==> src/rtl/core/gcwg_pkg.sv <==
// Shared types, constants and fixed-point helpers for the great-circle waypoint generator.
`default_nettype none

package gcwg_pkg;

  localparam int LON_W         = 31;
  localparam int LAT_W         = 30;
  localparam int ARG_W         = 34;
  localparam int SQ_W          = 32;
  localparam int CFG_IDX_W     = 2;
  localparam int CFG_DATA_W    = 31;
  localparam int NUM_STEPS_DEF = 100;

  localparam logic signed [ARG_W-1:0] FULL_TURN    = 34'sd1509949440;
  localparam logic signed [ARG_W-1:0] HALF_TURN    = 34'sd754974720;
  localparam logic signed [ARG_W-1:0] QUARTER_TURN = 34'sd377487360;
  localparam logic [30:0] Q30_ONE = 31'd1073741824;
  localparam logic [30:0] KQ_LO   = 31'd2010228885;
  localparam logic [63:0] RND29   = 64'd536870912;
  localparam logic [63:0] RND31   = 64'd2147483648;

  typedef enum logic [CFG_IDX_W-1:0] {
    REG_START_LON,
    REG_START_LAT,
    REG_END_LON,
    REG_END_LAT
  } reg_idx_t;

  typedef enum logic [3:0] {
    ARG_SA,
    ARG_CA,
    ARG_SB,
    ARG_CB,
    ARG_DL,
    ARG_S2,
    ARG_S1,
    ARG_MID,
    ARG_MIDC
  } arg_t;

  typedef enum logic [4:0] {
    OP_NONE,
    OP_LATCH,
    OP_WRAP,
    OP_WSTORE,
    OP_SIN,
    OP_MUL_C0,
    OP_MUL_C1,
    OP_MUL_T,
    OP_MUL_C2,
    OP_DIV_LD,
    OP_DIV_STEP,
    OP_DIV_STORE,
    OP_MUL_P0,
    OP_MUL_P1,
    OP_NORM,
    OP_MID,
    OP_FA,
    OP_FB,
    OP_UPD,
    OP_OUT
  } op_t;

  typedef struct packed {
    op_t  op;
    arg_t arg;
    logic final_pt;
  } cmd_t;

  typedef struct packed {
    logic wrap_ok;
    logic sin_done;
    logic div_done;
    logic degen;
    logic bis_open;
    logic out_full;
  } stat_t;

  function automatic logic [7:0] series_div(input logic [2:0] idx);
    case (idx)
      3'd0: return 8'd156;
      3'd1: return 8'd110;
      3'd2: return 8'd72;
      3'd3: return 8'd42;
      3'd4: return 8'd20;
      default: return 8'd6;
    endcase
  endfunction

  function automatic logic [31:0] series_recip(input logic [2:0] idx);
    case (idx)
      3'd0: return 32'd3524075730;
      3'd1: return 32'd2498890063;
      3'd2: return 32'd3817748707;
      3'd3: return 32'd3272355987;
      3'd4: return 32'd3435973836;
      default: return 32'd2863311530;
    endcase
  endfunction

  function automatic logic [5:0] series_shift(input logic [2:0] idx);
    case (idx)
      3'd0: return 6'd39;
      3'd1: return 6'd38;
      3'd2: return 6'd38;
      3'd3: return 6'd37;
      3'd4: return 6'd36;
      default: return 6'd34;
    endcase
  endfunction

  // Q1.30 product, rounded half away from zero.
  function automatic logic signed [SQ_W-1:0] mul_q30(input logic signed [SQ_W-1:0] a,
                                                     input logic signed [SQ_W-1:0] b);
    logic [SQ_W-1:0] ua;
    logic [SQ_W-1:0] ub;
    logic [63:0] p;
    logic [SQ_W-1:0] r;
    ua = a[SQ_W-1] ? SQ_W'(-a) : SQ_W'(a);
    ub = b[SQ_W-1] ? SQ_W'(-b) : SQ_W'(b);
    p = 64'(ua) * 64'(ub);
    r = SQ_W'((p + RND29) >> 30);
    return (a[SQ_W-1] ^ b[SQ_W-1]) ? -$signed(r) : $signed(r);
  endfunction

endpackage

`default_nettype wire

==> src/rtl/core/gcwg_ctrl.sv <==
// Controller: sequences reload, latitude solve, output and longitude step for each tick.
`default_nettype none

module gcwg_ctrl
  import gcwg_pkg::*;
#(
  parameter int NUM_STEPS = NUM_STEPS_DEF
)
(
  input  wire logic  clk,
  input  wire logic  rst,
  input  wire logic  in_valid,
  output logic       in_ready,
  input  wire logic  in_restart,
  output cmd_t       cmd,
  input  wire stat_t stat
);

  localparam int SCW = $clog2(NUM_STEPS);

  typedef enum logic [4:0] {
    C_IDLE, C_LATCH, C_RWRAP, C_SIN, C_SINW, C_MULC0, C_MULC1, C_MULT, C_MULC2,
    C_DIVLD, C_DIV, C_CHECK, C_P0, C_P1, C_NORM, C_BIS, C_FA, C_FB, C_UPD,
    C_OUT, C_SWRAP
  } ctrl_state_t;

  ctrl_state_t state, state_next;
  arg_t        sarg, sarg_next;
  logic [SCW-1:0] step_cnt;
  logic        reload_due;
  logic        final_pt;

  assign final_pt = (step_cnt == SCW'(NUM_STEPS - 1));
  assign in_ready = (state == C_IDLE);

  always_comb begin
    state_next   = state;
    sarg_next    = sarg;
    cmd.op       = OP_NONE;
    cmd.arg      = sarg;
    cmd.final_pt = final_pt;
    case (state)
      C_IDLE: begin
        if (in_valid) begin
          state_next = (in_restart || reload_due) ? C_LATCH : C_CHECK;
        end
      end
      C_LATCH: begin
        cmd.op     = OP_LATCH;
        state_next = C_RWRAP;
      end
      C_RWRAP: begin
        if (stat.wrap_ok) begin
          cmd.op     = OP_WSTORE;
          sarg_next  = ARG_SA;
          state_next = C_SIN;
        end else begin
          cmd.op = OP_WRAP;
        end
      end
      C_SIN: begin
        cmd.op     = OP_SIN;
        state_next = C_SINW;
      end
      C_SINW: begin
        if (stat.sin_done) begin
          case (sarg)
            ARG_SA:   begin sarg_next = ARG_CA;   state_next = C_SIN;   end
            ARG_CA:   begin sarg_next = ARG_SB;   state_next = C_SIN;   end
            ARG_SB:   begin sarg_next = ARG_CB;   state_next = C_SIN;   end
            ARG_CB:   begin sarg_next = ARG_DL;   state_next = C_SIN;   end
            ARG_DL:   state_next = C_MULC0;
            ARG_S2:   begin sarg_next = ARG_S1;   state_next = C_SIN;   end
            ARG_S1:   state_next = C_P0;
            ARG_MID:  begin sarg_next = ARG_MIDC; state_next = C_SIN;   end
            ARG_MIDC: state_next = C_FA;
            default:  state_next = C_IDLE;
          endcase
        end
      end
      C_MULC0: begin cmd.op = OP_MUL_C0; state_next = C_MULC1; end
      C_MULC1: begin cmd.op = OP_MUL_C1; state_next = C_MULT;  end
      C_MULT:  begin cmd.op = OP_MUL_T;  state_next = C_MULC2; end
      C_MULC2: begin cmd.op = OP_MUL_C2; state_next = C_DIVLD; end
      C_DIVLD: begin cmd.op = OP_DIV_LD; state_next = C_DIV;   end
      C_DIV: begin
        if (stat.div_done) begin
          cmd.op     = OP_DIV_STORE;
          state_next = C_CHECK;
        end else begin
          cmd.op = OP_DIV_STEP;
        end
      end
      C_CHECK: begin
        if (stat.degen) begin
          state_next = C_OUT;
        end else begin
          sarg_next  = ARG_S2;
          state_next = C_SIN;
        end
      end
      C_P0:   begin cmd.op = OP_MUL_P0; state_next = C_P1;   end
      C_P1:   begin cmd.op = OP_MUL_P1; state_next = C_NORM; end
      C_NORM: begin cmd.op = OP_NORM;   state_next = C_BIS;  end
      C_BIS: begin
        if (stat.bis_open) begin
          cmd.op     = OP_MID;
          sarg_next  = ARG_MID;
          state_next = C_SIN;
        end else begin
          state_next = C_OUT;
        end
      end
      C_FA:  begin cmd.op = OP_FA;  state_next = C_FB;  end
      C_FB:  begin cmd.op = OP_FB;  state_next = C_UPD; end
      C_UPD: begin cmd.op = OP_UPD; state_next = C_BIS; end
      C_OUT: begin
        if (!stat.out_full) begin
          cmd.op     = OP_OUT;
          state_next = C_SWRAP;
        end
      end
      C_SWRAP: begin
        if (stat.wrap_ok) begin
          cmd.op     = OP_WSTORE;
          state_next = C_IDLE;
        end else begin
          cmd.op = OP_WRAP;
        end
      end
      default: state_next = C_IDLE;
    endcase
  end

  always_ff @(posedge clk) begin
    if (rst) begin
      state      <= C_IDLE;
      sarg       <= ARG_SA;
      step_cnt   <= '0;
      reload_due <= 1'b0;
    end else begin
      state <= state_next;
      sarg  <= sarg_next;
      if (state == C_LATCH) begin
        step_cnt   <= '0;
        reload_due <= 1'b0;
      end
      if (state == C_OUT && !stat.out_full) begin
        if (final_pt) begin
          step_cnt   <= '0;
          reload_due <= 1'b1;
        end else begin
          step_cnt <= step_cnt + SCW'(1);
        end
      end
    end
  end

endmodule

`default_nettype wire

==> config.mk <==
export PLATFORM = sky130hd
export DESIGN_NAME = gcwg_ctrl
export DESIGN_NICKNAME = d
export VERILOG_FILES = /design/src/rtl/core/gcwg_pkg.sv /design/src/rtl/core/gcwg_ctrl.sv
export SDC_FILE = /design/constraint.sdc
export NUM_CORES = 1
export LEC_CHECK = 0
export BUFFER_PORTS_ARGS = -buffer_cell sky130_fd_sc_hd__buf_2
export CAP_MARGIN = 25
export CORE_ASPECT_RATIO = 0.8
export CORE_MARGIN = 2
export CORE_UTILIZATION = 45
export DETAILED_ROUTE_END_ITERATION = 16
export PLACE_DENSITY = 0.62
export SYNTH_ARGS = -nofsm -noshare
export SYNTH_HDL_FRONTEND = slang
export SYNTH_SLANG_ARGS = --single-unit
export TNS_END_PERCENT = 1
==> constraint.sdc <==
create_clock -name clk -period 2.7 [get_ports clk]
set_input_delay 0.27 -clock clk [delete_from_list [all_inputs] [get_ports clk]]
set_output_delay 0.27 -clock clk [all_outputs]
set_load 0.02 [all_outputs]
==> impl_metrics.toml <==
[finish]
antenna_cells = 0
drive_gt1_share_pct = 20.1
fin_cells = 254
num-nets-final = 226
area_growth_syn_to_layout_pct = 12.6

[synthesis]
ys_seq_elements = 17
yosys-top-cells-area = "dfxtp_1, nor2_1, a21oi_1"
avgSynthCellArea_sq_um = 7.34
syn_area_sq_mm = 0.00145
synth_most_common_cell = "nor2_1"
postSynthCellCount = 198
synth-edff-count = 0
synth.largest_area_cell = "dfxtp_1"
synth_top_area_share_pct = 23.4
syn_nets = 209
ys.warnings.count = 0
synth.distinct_cells = 51
yosysSeqAreaShare_pct = 23.4
synthTopCellsByCount = "nor2_1, dfxtp_1, a21oi_1, nand2_1, nor3_1"
synth_ff_type = "dfxtp_1"
async_flop_share_pct = 0

[setup_path]
arrival_ns = 2.09
cp-start-kind = "flop"
critical_path_class = "flop to output port"
required_ns = 2.43
cp-endpoint = "cmd[5]"
crit_path_max_fanout = 20
r2r-end = "sarg[1]"
rrSetupSlack_ns = 0.39
critPathLaunch = "state[1]"
rr_startpoint = "state[1]"
crit_path_end_kind = "output port"
rr_worst_depth = 5

[sta]
tns_ns = 0
skew_ns = 0.00410
timing.fmax_mhz = 423
min_period_ns = 2.36
min_period_over_period_pct = 87.5
max_slew.worst_pin.slew_ns = 0.692
maxSlewHeadroom_pct = 53.8
setup_violations = 0
hold_viol_final = 0
grt_setup_unrepaired = "false"
drv_slew = 0

[floorplanning]
fp-row-count = 18
core_sq_mm = 0.00309
die_y_um = 54.8
initial_core_util_pct = 47.1
die_width_um = 67.6
io_pins = 21
dieArea_sq_mm = 0.00370

[run_status]
status = "finished clean"

[clock_network]
cts_tree = "yes"
cts_resized = 0
cts_max_level = 1
cts_buffers = 3
cts_sinks = 17
cts_buffer_depth = 2
cts.clk_slew.worst_paths_ns = 0.07
cts_setup_buffers = 0
clockRootBuffer = "clkbuf_8"
clk_latency_ns = 0.25
ctsHoldBuffers = 0

[pwr]
irDropWorstVdd_mv = 0.536
power.density_mw_per_mm2 = 947
leakage_nw = 0.629

[drt]
firstDrtPassIters = 5
vias_per_cell = 6.11
vias = 1553
wl_met2_um = 1770
met3WireLength_um = 306
antenna_left = 0
drt-initial-drc-count = 112
wirelength_um = 3990
drc = 0
wl_met1_um = 1910
routed.top_layer = "met3"
routedWlPerCell_um = 15.7

[grt]
grt_pass1_vias = 1385
grt_pass1_wl_um = 6730
grt-ovfl-total = 0
grt_usage_pct = 24.2
grt_max_degree = 26
antenna_found_initial = 0

[placement]
placed_cells = 250
port_buffers = 20
place.gp.congestion = 0.908
dp_hpwl_um = 2910

[flow_run]
drv_cap = 0

[min_path]
worstHoldPathType = "primary input to flop"
stage by stage:
step	utilization [%]	setup slack, ns	total power (W)	hold slack (ns)	instance area (sq um)
final	53.0	0.339	0.00155	0.368	1640
after global routing	53.0	0.0649	0.00169	0.386	1640
after CTS	53.0	0.341	0.00154	0.372	1640
after detailed placement	51.6	0.411	0.00135	0.481	1590
after global placement	51.6	0.502	0.00133	0.479	1590
after floorplan	-	0.785	0.00110	0.448	1450
flip-flops by register name, summed over array words and instances, names as in the netlist:
name	flops
state	5
step_cnt	7
sarg	4
reload_due	1
report_power, final:
group / switching (W) / internal (W) / leakage [nW]
sequential: 0.000100 / 0.000288 / 0.138
clock: 0.0000859 / 0.000105 / 0.0228
combinational: 0.000577 / 0.000393 / 0.468
total: 0.000763 / 0.000786 / 0.629
cell families (layout without fill, tap and decap cells):
family | count (synthesis) | count (layout) | share of synthesized area [%]
and+or+nand+nor | 95 | 95 | 37.7
AOI/OAI and AO/OA | 58 | 58 | 28.9
buffers and inverters | 25 | 41 | 7.83
DFF | 17 | 17 | 23.4
adders and majority gates | 1 | 1 | 0.860
xor gates and xnor gates | 1 | 1 | 0.603
muxes | 1 | 1 | 0.688
final cells by class:
type                       count  area (sq um)
inverter                       7          26.3
sequential                    17           340
timing repair buffer          30           175
fill                         302          1450
tap                           40          50.0
clock buffer                   4          45.0
multi-input combinational    156          1000
worst min path at each step:
stage,end,cells past startpoint,from,slack (ns)
floorplan,step_cnt[6],1,step_cnt[6],0.45
global placement,step_cnt[6],1,step_cnt[6],0.48
detailed placement,step_cnt[6],1,step_cnt[6],0.48
CTS,reload_due,2,rst,0.37
global route,state[0],2,rst,0.39
finish,reload_due,2,rst,0.37
cell usage in the layout (no fill, tap or decap), drive strengths merged, types with 3 or more instances in the layout:
cell	n
nand3b	7
nor2	22
nor4	4
o211ai	4
clkbuf	4
nand2	11
a2111oi	3
a21oi	16
a31oi	5
inv	7
a22oi	3
nand4b	4
buf	30
dfxtp	17
a311oi	3
nor2b	5
nand2b	7
o21ai	9
nand3	10
nor3	11
worst max-delay path, cell delays in order (launching register included):
cell and delay, ns:
dfxtp_1 0.77, or3b_2 0.52, a211oi_1 0.23, nand2_1 0.08, nand4_1 0.07, buf_2 0.16
routing by layer:
| metal | up-vias | GRT usage (%) |
|---|---|---|
| met5 | - | 0 |
| li1 | 776 | - |
| met3 | 0 | 4.94 |
| met2 | 57 | 37.4 |
| met4 | 0 | 2.04 |
| met1 | 720 | 35.8 |
No activity file was read; power rests on OpenSTA's default activity.
